## src/glr_pkg.sv

```systemverilog
// ----------------------------------------------------------------------------
// glr_pkg
// Shared constants and types for the glyph range map lookup block.
// ----------------------------------------------------------------------------
`default_nettype none

package glr_pkg;

  localparam int MAX_RANGES = 16;
  localparam int CUR_W      = (MAX_RANGES > 1) ? $clog2(MAX_RANGES) : 1;
  localparam int LIVE_W     = $clog2(MAX_RANGES + 1);

  localparam int CODE_W  = 16;
  localparam int SLOT_W  = 4;
  localparam int GLYPH_W = 16;
  localparam int RCNT_W  = 5;
  localparam int OFF_W   = 18;

  localparam int S_TDATA_W = 56;
  localparam int M_TDATA_W = 16;

  localparam logic CMD_LOOKUP = 1'b0;
  localparam logic CMD_WRITE  = 1'b1;

  localparam logic CFG_RANGE_COUNT = 1'b0;
  localparam logic CFG_GLYPH_COUNT = 1'b1;

  typedef struct packed {
    logic [CODE_W-1:0] last;
    logic [CODE_W-1:0] first;
  } range_entry_t;

endpackage

`default_nettype wire

```

## src/glyph_range_map_lookup.sv

```systemverilog
// ----------------------------------------------------------------------------
// glyph_range_map_lookup
// Code point to glyph index lookup over a sorted range table held in RAM.
// ----------------------------------------------------------------------------
// Lookup: the cursor entry is read from the table RAM and checked in S_LOOK,
//   again per range stepped over; S_FIN loads the result once output is free.
// Write item: RAM write, read of entry 0, offset reload.
// One item at a time; throughput is set by the walk loop around the table RAM.
// Reset clears cursor, offset, output valid and sets both counts to 1;
//   table contents are undefined until written.
`default_nettype none

module glyph_range_map_lookup
  import glr_pkg::*;
(
  input  wire logic                 clk_i,
  input  wire logic                 rst_ni,
  // tdata: code_point[15:0], range_slot[19:16], range_first[35:20],
  //        range_last[51:36], zero pad[55:52]
  input  wire logic                 s_axis_tvalid_i,
  output logic                      s_axis_tready_o,
  input  wire logic [S_TDATA_W-1:0] s_axis_tdata_i,
  input  wire logic                 s_axis_tuser_i,   // cmd
  // tdata: glyph_index[15:0]
  output logic                      m_axis_tvalid_o,
  input  wire logic                 m_axis_tready_i,
  output logic      [M_TDATA_W-1:0] m_axis_tdata_o,
  output logic                      m_axis_tuser_o,   // found
  input  wire logic                 cfg_valid_i,
  output logic                      cfg_ready_o,
  input  wire logic                 cfg_addr_i,
  input  wire logic [GLYPH_W-1:0]   cfg_data_i
);

  localparam logic [2:0] S_IDLE = 3'd0;
  localparam logic [2:0] S_LOOK = 3'd1;
  localparam logic [2:0] S_FIN  = 3'd2;
  localparam logic [2:0] S_WR   = 3'd3;
  localparam logic [2:0] S_WRLD = 3'd4;

  localparam logic [1:0] DIR_NONE = 2'd0;
  localparam logic [1:0] DIR_UP   = 2'd1;
  localparam logic [1:0] DIR_DN   = 2'd2;

  logic [2:0]         state_q, state_d;
  logic [1:0]         dir_q, dir_d;
  logic [CUR_W-1:0]   cursor_q, cursor_d;
  logic [OFF_W-1:0]   offset_q, offset_d;
  logic [CODE_W-1:0]  code_q, code_d;
  logic               hit_q, hit_d;
  logic [RCNT_W-1:0]  range_count_q;
  logic [GLYPH_W-1:0] glyph_count_q;
  logic               m_valid_q, m_valid_d;
  logic [GLYPH_W-1:0] m_index_q, m_index_d;
  logic               m_found_q, m_found_d;

  logic [CODE_W-1:0]  in_code, in_first, in_last;
  logic [SLOT_W-1:0]  in_slot;
  logic               s_fire, slot_ok;
  logic [CUR_W-1:0]   cur_fix, raddr;
  logic               ram_we;
  range_entry_t       wentry, rentry;
  logic [LIVE_W-1:0]  live;
  logic               can_up, gt, lt;
  logic [OFF_W-1:0]   off_eff;
  logic [OFF_W:0]     gsum;
  logic               g_ok, out_load;

  assign in_code  = s_axis_tdata_i[15:0];
  assign in_slot  = s_axis_tdata_i[19:16];
  assign in_first = s_axis_tdata_i[35:20];
  assign in_last  = s_axis_tdata_i[51:36];

  assign s_axis_tready_o = (state_q == S_IDLE);
  assign s_fire          = s_axis_tvalid_i && s_axis_tready_o;
  assign slot_ok         = 32'(in_slot) < MAX_RANGES;
  assign cfg_ready_o     = 1'b1;

  assign cur_fix = (32'(cursor_q) >= MAX_RANGES) ? '0 : cursor_q;

  assign ram_we       = s_fire && (s_axis_tuser_i == CMD_WRITE) && slot_ok;
  assign wentry.first = in_first;
  assign wentry.last  = in_last;

  glr_ram #(
    .Width($bits(range_entry_t)),
    .Depth(MAX_RANGES)
  ) u_table (
    .clk_i  (clk_i),
    .we_i   (ram_we),
    .waddr_i(CUR_W'(in_slot)),
    .wdata_i(wentry),
    .raddr_i(raddr),
    .rdata_o(rentry)
  );

  always_comb begin
    if (range_count_q == '0) begin
      live = LIVE_W'(1);
    end else if (32'(range_count_q) > MAX_RANGES) begin
      live = LIVE_W'(MAX_RANGES);
    end else begin
      live = LIVE_W'(range_count_q);
    end
  end

  assign can_up = (LIVE_W'(cursor_q) + LIVE_W'(1)) < live;
  assign gt     = code_q > rentry.last;
  assign lt     = code_q < rentry.first;

  always_comb begin
    case (dir_q)
      DIR_UP:  off_eff = offset_q - {2'b00, rentry.first};
      DIR_DN:  off_eff = offset_q - ({2'b00, rentry.last} + OFF_W'(1));
      default: off_eff = offset_q;
    endcase
  end

  assign gsum     = {3'b000, code_q} + {offset_q[OFF_W-1], offset_q};
  assign g_ok     = !gsum[OFF_W] && (gsum[OFF_W-1:0] < {2'b00, glyph_count_q});
  assign out_load = (state_q == S_FIN) && (!m_valid_q || m_axis_tready_i);

  always_comb begin
    state_d   = state_q;
    dir_d     = dir_q;
    cursor_d  = cursor_q;
    offset_d  = offset_q;
    code_d    = code_q;
    hit_d     = hit_q;
    raddr     = cursor_q;
    m_valid_d = m_valid_q && !m_axis_tready_i;
    m_index_d = m_index_q;
    m_found_d = m_found_q;
    case (state_q)
      S_IDLE: begin
        raddr = cur_fix;
        if (s_fire) begin
          if (s_axis_tuser_i == CMD_LOOKUP) begin
            cursor_d = cur_fix;
            code_d   = in_code;
            dir_d    = DIR_NONE;
            state_d  = S_LOOK;
          end else if (slot_ok) begin
            cursor_d = '0;
            state_d  = S_WR;
          end
        end
      end
      S_LOOK: begin
        offset_d = off_eff;
        hit_d    = 1'b0;
        state_d  = S_FIN;
        if ((dir_q == DIR_UP) && lt) begin
          hit_d = 1'b0;
        end else if ((dir_q == DIR_DN) && gt) begin
          hit_d = 1'b0;
        end else if (gt) begin
          if (can_up) begin
            offset_d = off_eff + {2'b00, rentry.last} + OFF_W'(1);
            cursor_d = cursor_q + CUR_W'(1);
            raddr    = cursor_q + CUR_W'(1);
            dir_d    = DIR_UP;
            state_d  = S_LOOK;
          end
        end else if (lt) begin
          if (cursor_q != '0) begin
            offset_d = off_eff + {2'b00, rentry.first};
            cursor_d = cursor_q - CUR_W'(1);
            raddr    = cursor_q - CUR_W'(1);
            dir_d    = DIR_DN;
            state_d  = S_LOOK;
          end
        end else begin
          hit_d = 1'b1;
        end
      end
      S_FIN: begin
        if (out_load) begin
          m_valid_d = 1'b1;
          m_found_d = hit_q && g_ok;
          m_index_d = (hit_q && g_ok) ? gsum[GLYPH_W-1:0] : glyph_count_q - GLYPH_W'(1);
          state_d   = S_IDLE;
        end
      end
      S_WR: begin
        raddr   = '0;
        state_d = S_WRLD;
      end
      S_WRLD: begin
        offset_d = OFF_W'(0) - {2'b00, rentry.first};
        state_d  = S_IDLE;
      end
      default: begin
        state_d = S_IDLE;
      end
    endcase
  end

  always_ff @(posedge clk_i or negedge rst_ni) begin
    if (!rst_ni) begin
      state_q       <= S_IDLE;
      dir_q         <= DIR_NONE;
      cursor_q      <= '0;
      offset_q      <= '0;
      hit_q         <= 1'b0;
      m_valid_q     <= 1'b0;
      range_count_q <= RCNT_W'(1);
      glyph_count_q <= GLYPH_W'(1);
    end else begin
      state_q   <= state_d;
      dir_q     <= dir_d;
      cursor_q  <= cursor_d;
      offset_q  <= offset_d;
      hit_q     <= hit_d;
      m_valid_q <= m_valid_d;
      if (cfg_valid_i && cfg_ready_o) begin
        case (cfg_addr_i)
          CFG_RANGE_COUNT: range_count_q <= cfg_data_i[RCNT_W-1:0];
          CFG_GLYPH_COUNT: glyph_count_q <= cfg_data_i;
          default:         range_count_q <= range_count_q;
        endcase
      end
    end
  end

  always_ff @(posedge clk_i) begin
    code_q    <= code_d;
    m_index_q <= m_index_d;
    m_found_q <= m_found_d;
  end

  assign m_axis_tvalid_o = m_valid_q;
  assign m_axis_tdata_o  = m_index_q;
  assign m_axis_tuser_o  = m_found_q;

  a_cursor_range: assert property (@(posedge clk_i) disable iff (!rst_ni)
    32'(cursor_q) < MAX_RANGES)
    else $error("cursor beyond table");

  a_up_not_first: assert property (@(posedge clk_i) disable iff (!rst_ni)
    (state_q == S_LOOK && dir_q == DIR_UP) |-> cursor_q != '0)
    else $error("upward step landed on entry 0");

  a_out_from_fin: assert property (@(posedge clk_i) disable iff (!rst_ni)
    $rose(m_valid_q) |-> $past(state_q) == S_FIN)
    else $error("result loaded outside finish state");

  a_write_seq: assert property (@(posedge clk_i) disable iff (!rst_ni)
    ram_we |=> (state_q == S_WR && cursor_q == '0) ##1 state_q == S_WRLD)
    else $error("write item did not rewind cursor");

endmodule

`default_nettype wire

```

## src/glr_ram.sv

```systemverilog
// ----------------------------------------------------------------------------
// glr_ram
// Generic single-write, single-read RAM with a registered read port.
// ----------------------------------------------------------------------------
`default_nettype none

module glr_ram #(
  parameter int Width = 32,
  parameter int Depth = 16
) (
  input  wire logic                                      clk_i,
  input  wire logic                                      we_i,
  input  wire logic [((Depth > 1) ? $clog2(Depth) : 1)-1:0] waddr_i,
  input  wire logic [Width-1:0]                          wdata_i,
  input  wire logic [((Depth > 1) ? $clog2(Depth) : 1)-1:0] raddr_i,
  output logic      [Width-1:0]                          rdata_o
);

  logic [Width-1:0] mem_q [Depth];

  always_ff @(posedge clk_i) begin
    if (we_i) begin
      mem_q[waddr_i] <= wdata_i;
    end
    rdata_o <= mem_q[raddr_i];
  end

endmodule

`default_nettype wire

```

## config.mk

```make
export PLATFORM = sky130hd
export DESIGN_NAME = glyph_range_map_lookup
export DESIGN_NICKNAME = d
export VERILOG_FILES = /design/src/glr_pkg.sv /design/src/glyph_range_map_lookup.sv /design/src/glr_ram.sv
export SDC_FILE = /design/constraint.sdc
export NUM_CORES = 1
export LEC_CHECK = 0
export ABC_AREA = 1
export BUFFER_PORTS_ARGS = -buffer_cell sky130_fd_sc_hd__buf_2
export CORE_MARGIN = 4
export CORE_UTILIZATION = 50
export DETAILED_ROUTE_END_ITERATION = 6
export HOLD_SLACK_MARGIN = 0.12
export PLACE_DENSITY = 0.77
export SLEW_MARGIN = 20
export SYNTH_ARGS = -nofsm -noshare
export SYNTH_HDL_FRONTEND = slang
export SYNTH_SLANG_ARGS = --single-unit
```

## constraint.sdc

```tcl
create_clock -name clk_i -period 3.98 [get_ports clk_i]
set_clock_uncertainty 0.2 [all_clocks]
set_input_delay 0.398 -clock clk_i [delete_from_list [all_inputs] [get_ports clk_i]]
set_output_delay 0.398 -clock clk_i [all_outputs]
set_load 0.02 [all_outputs]
```

== Word level (Yosys, flattened, before mapping) ==
Memories as Yosys holds them, arrays and structs flattened. A register that Yosys moved wholly into a read port is not among the register bits.
Cells that the tools add are included.

* Bits in registers: 83
* RAM bits: 512
* Bits of input ports: 79
* Word-level logic and storage cells: 118
* Memories kept: 1

{| class="wikitable"
|+ Memories
! name !! words !! bits a word !! rd ports !! clocked after memory_dff !! write ports !! RTL line !! source
|-
| u_table.mem_q || 16 || 32 || 1 || 1 || 1 || glr_ram.sv:19 || <nowiki>logic [Width-1:0] mem_q [Depth];</nowiki>
|}

* Add/sub/neg operators: 12
* Order comparisons: 5
* Equality and inequality tests: 15
* Multiplexer cells: 48
* Bitwise gates (word level): 2
* Reductions and logical operators: 24

{| class="wikitable"
|+ Operators with widths
! kind !! count
|-
| $mux 18 || 6
|-
| $pmux 18 s2 || 2
|-
| $add 18x16->18 || 2
|-
| $mux 4 || 8
|-
| $mux 2 || 12
|-
| $add 17x18->19 || 1
|-
| $add 18x1->18 const B || 1
|-
| $lt 18x16->1 || 1
|-
| $sub 18x16->18 || 1
|-
| $sub 18x17->18 || 1
|-
| $add 16x1->17 const B || 1
|-
| $sub 1x16->17 const A || 1
|-
| $gt 16x16->1 || 1
|-
| $lt 16x16->1 || 1
|-
| $mux 16 || 1
|-
| $pmux 4 s2 || 2
|-
| $sub 16x1->16 const B || 1
|-
| $mux 3 || 5
|-
| $pmux 3 s4 || 1
|-
| $mux 5 || 2
|-
| $ne 3x3->1 const B || 3
|-
| $logic_and 1x1->1 || 8
|-
| $mux 1 || 8
|-
| $ne 2x2->1 const B || 4
|-
| 22 further kinds || 32
|}

== Depth between registers and ports, before layout ==
* Depth in word-level cells: 10
* Depth in mapped cells: 30
* Gate-level depth less buffers: 30

== By module ==
A second synthesis with hierarchy kept.

* Cell total of the unflattened synthesis: 3712
* Area total of the unflattened synthesis: 33113.0 µm²

{| class="wikitable"
|+ By module, submodules not included
! module !! instances !! cells an instance !! area each (µm²) !! sequential area each (µm²)
|-
| glr_ram || 1 || 2120 || 22730.6 || 16015.4
|-
| glyph_range_map_lookup || 1 || 1592 || 10382.5 || 2244.7
|}

== Worst setup path before layout ==
OpenSTA, ideal clock, no wires.

* Path kind: register to register
* From: reg offset_q[1]
* To: reg offset_q[16]
* Library setup time: 120 ps
* Arrival: 3631 ps
* Required time: 3660 ps
* Setup slack: 29 ps
* Stages on the path, launching flop included: 26
* Path buffers: 0
* Period minus slack after synthesis: 3951 ps
* Path through: dfrtp_1 > inv_1 > fa_1 > inv_1 > nand3_1 > nand2_1 > nand2_1 > o21ai_0 > nand3_1 > nand2_1 > nand2_1 > nand3_1 > nand3_1 > o21ai_0 > inv_1 > ha_1 > nand2_1 > nor2_1 > nand2_1 > o21ai_0 > a21oi_1 > o21ai_0 > nand3_1 > or2_2 > nand2_1 > a21oi_1

* Word-level cells in the longest chain between the ends: 9

{| class="wikitable"
|+ Ends and longest elaborated chain
! element !! RTL line !! source
|-
| start, declared || glyph_range_map_lookup.sv:48 || <nowiki>logic [OFF_W-1:0] offset_q, offset_d;</nowiki>
|-
| start signal, assigned || glyph_range_map_lookup.sv:213 || <nowiki>offset_q <= offset_d;</nowiki>
|-
| $sub 18x17->18 or $sub 18x16->18 (tied branches) || glyph_range_map_lookup.sv:114, glyph_range_map_lookup.sv:113 ||
|-
| $pmux 18 s2 (*) || glyph_range_map_lookup.sv:112 || <nowiki>case (dir_q)</nowiki>
|-
| $add 18x16->18, on equally long branches || glyph_range_map_lookup.sv:159, glyph_range_map_lookup.sv:167 ||
|-
| $add 18x1->18 or $mux 18 (tied branches) || glyph_range_map_lookup.sv:159, glyph_range_map_lookup.sv:166 ||
|-
| $mux 18, on equally long branches || glyph_range_map_lookup.sv:158, glyph_range_map_lookup.sv:165 ||
|-
| $mux 18 || glyph_range_map_lookup.sv:157 || <nowiki>end else if (gt) begin</nowiki>
|-
| $mux 18 || glyph_range_map_lookup.sv:155 || <nowiki>end else if ((dir_q == DIR_DN) && gt) begin</nowiki>
|-
| $mux 18 (*) || glyph_range_map_lookup.sv:153 || <nowiki>if ((dir_q == DIR_UP) && lt) begin</nowiki>
|-
| $pmux 18 s2 (*) || glyph_range_map_lookup.sv:134 || <nowiki>case (state_q)</nowiki>
|}

Every way passes the cells marked *; elsewhere a longest branch is shown, timed or not.
A chain may end at the register's enable or synchronous reset.

== Worst setup path in the final report ==
* From: reg offset_q[5]
* To: reg m_index_q[2] (netlist: m_axis_tdata_o[2]) (data pin)

* Word-level cells in the longest chain between the ends: 5

{| class="wikitable"
|+ Ends and longest elaborated chain
! element !! RTL line !! source
|-
| $add 17x18->19 (*) || glyph_range_map_lookup.sv:119 || <nowiki>assign gsum = {3'b000, code_q} + {offset_q[OFF_W-1], offset_q};</nowiki>
|-
| $lt 18x16->1 or $logic_not 1->1 (tied branches) || glyph_range_map_lookup.sv:120 || <nowiki>assign g_ok = !gsum[OFF_W] && (gsum[OFF_W-1:0] < {2'b00, glyph_count_q});</nowiki>
|-
| $logic_and 1x1->1 (*) || glyph_range_map_lookup.sv:120 ||
|-
| $logic_and 1x1->1 (*) || glyph_range_map_lookup.sv:181 || <nowiki>m_index_d = (hit_q && g_ok) ? gsum[GLYPH_W-1:0] : glyph_count_q - GLYPH_W'(1);</nowiki>
|-
| $mux 16 (*) || glyph_range_map_lookup.sv:181 ||
|-
| end signal, assigned || glyph_range_map_lookup.sv:228 || <nowiki>m_index_q <= m_index_d;</nowiki>
|-
| end, declared || glyph_range_map_lookup.sv:54 || <nowiki>logic [GLYPH_W-1:0] m_index_q, m_index_d;</nowiki>
|}

Marks and branches as above.

==> metrics.txt <==
final core utilization=0.6335; Sum Neg Setup Slack=-1.989 ns; width of the die=266.9 um; GRT Total Usage=0.2698; Mapped Cells=3675; post-route ant nets=0; H-tree depth=3; data required time of the critical path=slightly above 4 ns; CP endpoint kind=flip-flop; core area=66100 um^2; commonest cells in the netlist=691 x inv_1, 614 x nand2_1, 557 x nand3_1; DRC violations left=0; Initial Util=0.5072; CTS clock-pin slew for the worst setup and hold paths=0.06 ns; Startpoint Class=flip-flop; Setup Crit Path Kind=reg -> reg; Max Cap Viol=0; Area Overhead vs Synth=24.91%; TritonCTS Sinks=627; RSZ-0062 raised after global routing=yes; final worst slack=-0.1693 ns; worst slew pin tran=0.9704 ns; Die Ht=about 270 um; total iterations of the first detailed-routing run=6; count leader, synth=inv_1; placed instance count=4774; Netlist cell types=47; nets=4300; Place WS=-0.4869 ns; CTS Buf Count=68; routability congestion estimate from global placement=0.9490; final worst-path cycle share=1.043; f_max=around 0.24 GHz; drt wl/cell=roughly 20 um; input/output buffers=93; failing checks=negative setup slack; clock root cell=clkbuf_16; register area share after synthesis=0.5447; top_reg_cell synth=edfxtp_1; worst hold path class=in -> async; critical path arrival=4.32 ns; critical path fanouts, max=8; Pins Over Slew Limit=0; Top Ports=99; final HPWL from detailed placement=between 60000 and 70000 um; Skew-Pair Late Insertion Delay=0.62 ns; fin cells=around 5000; first-pass GRT wire length=150200 um; EDFF count, synth=545; Yosys reg bits=627; CTS tree=done; top-area cell type share of the netlist area=0.4882; Yosys top cell by area=edfxtp_1; Mapped Nets=3895; final setup fails=16; Syn Area/Cell=~9.1 um^2; WL final=98980 um; vias in the first global route=approximately 27000; die area=71260 um^2; # fillers=5027; ys async rst share=0.07974; mapped cell area=33530 um^2; FP Rows=94; Max-slew headroom=0.3515; outcome=finished, violations left; gr ovfl total=0; initial antenna violation count=6; layout cell share with drive strength beyond 1=0.1959; largest net degree at the start of global routing=93; via count=28473; Bufs on Longest Clock Path=3; synth top area cells=edfxtp_1 49%, nand3_1 8.3%, inv_1 7.7%; post-layout min period=4.149 ns; DR iter-0 viols=2892; vias per inst=5.699; Hold Violations, Final=0; yosys warns=0
## worst paths after layout
path / startpoint / endpoint / slack [ns] / cells past startpoint
max: offset_q[5] / m_axis_tdata_o[2] / -0.17 / 22
min: rst_ni / glyph_count_q[10] / 0.17 / 2
max reg2reg: offset_q[5] / m_axis_tdata_o[2] / -0.17 / 22
min reg2reg: glyph_count_q[0] / glyph_count_q[0] / 0.29 / 2
max in group asynchronous: rst_ni / offset_q[8] / 2.57 / 3
min in group clk_i: glyph_count_q[0] / glyph_count_q[0] / 0.29 / 2
## area by class of cell
class / count / area, um^2 / area share
tap: 864 / 1081 / 0.02582
clock inverter: 32 / 350.3 / 0.008366
timing repair buffer: 520 / 4572 / 0.1092
antenna: 3 / 7.507 / 0.0001793
sequential: 627 / 18290 / 0.4368
multi-input combinational: 2165 / 13150 / 0.3139
inverter: 698 / 2625 / 0.06268
clock buffer: 87 / 1804 / 0.04308
## state kept, by name (all words and copies together) (netlist names)
signal / flops
state_q: 3
dir_q: 2
offset_q: 18
u_table.rdata_o: 32
m_axis_tdata_o: 16
glyph_count_q: 16
m_axis_tvalid_o: 1
u_table.mem_q: 512
hit_q: 1
cur_fix: 4
m_axis_tuser_o: 1
code_q: 16
range_count_q: 5
## critical path, stage by stage, from the launching register on
cell      delay (ns)
dfrtp_2         0.49
buf_4           0.16
ha_1            0.35
a21oi_1         0.20
nand2_1         0.09
a21oi_2         0.15
o21ai_2         0.08
nand2_1         0.06
nand2_1         0.06
a21oi_2         0.13
o21ai_1         0.10
xor2_1          0.25
ha_1            0.29
nand2_1         0.07
nor2_1          0.06
a211oi_1        0.21
o21ai_1         0.11
nand3_1         0.09
nand4_1         0.13
nor2_4          0.30
nand2_4         0.16
nand2_1         0.10
nand2_1         0.06
## stage by stage
step / area (um^2) / hold slack (ns)
after detailed placement: 37470 / 0.2743
after floorplan: 33530 / -0.09759
after global placement: 37470 / 0.2692
after global routing: 41870 / 0.2095
after CTS: 40690 / 0.1622
final: 41880 / 0.1745
## cell usage in the layout (no fill, tap or decap), types with 7 or more instances in the layout
master,n
a31oi_1,8
dfrtp_1,39
ha_1,93
o21ai_1,27
nand3_2,12
or2_2,11
dlygate4sd3_1,71
dfxtp_1,19
inv_1,679
clkinv_2,7
a21oi_1,135
nand3_1,546
nor2_2,10
xnor2_1,9
o21ai_2,22
a21oi_2,26
ha_4,41
o21ai_0,68
nor2_1,97
nor2_4,19
buf_2,93
nand4_1,268
inv_2,15
clkbuf_1,17
dfxtp_2,12
clkinv_1,15
buf_4,295
nor3_1,16
dfrtp_2,9
clkbuf_16,71
xor2_1,45
nand2_1,573
buf_12,51
a21o_1,11
nand2_4,8
edfxtp_1,545
nand2_2,37
o22ai_1,11
## repair_timing
item                                   4_1_cts  5_1_grt
buffers inserted                             6       21
pin swaps                                   19       81
hold buffers                                71        0
endpoints found under the hold margin      587        0
setup endpoints to repair                   27       62
gates cloned                                 0        3
gates resized for setup                     82      224
## cells by family (layout without fill, tap and decap cells)
group                    count (synthesis)  after routing  synth area share
AO/OA/AOI/OAI                          346            346           0.05561
other                                    1              4         0.0001119
buffers and inverters                  884           1337            0.1041
XOR/XNOR                                60             60           0.01567
flip-flops                             627            627            0.5447
adder cells (fa/ha/maj)                141            141           0.05374
AND/OR/NAND/NOR                       1616           1617            0.2261
## per-layer routing
layer  global-route usage  up-vias  part of all wire
li1                     -    13285                 -
met2               0.4637     1442              0.49
met5                    0        -           0.00055
met4               0.1201        8             0.048
met3              0.04738      344             0.089
met1               0.3353    13394              0.38
Power is not shown: default switching activity piles up to over one toggle a cycle in this logic, so the estimate is an artifact.
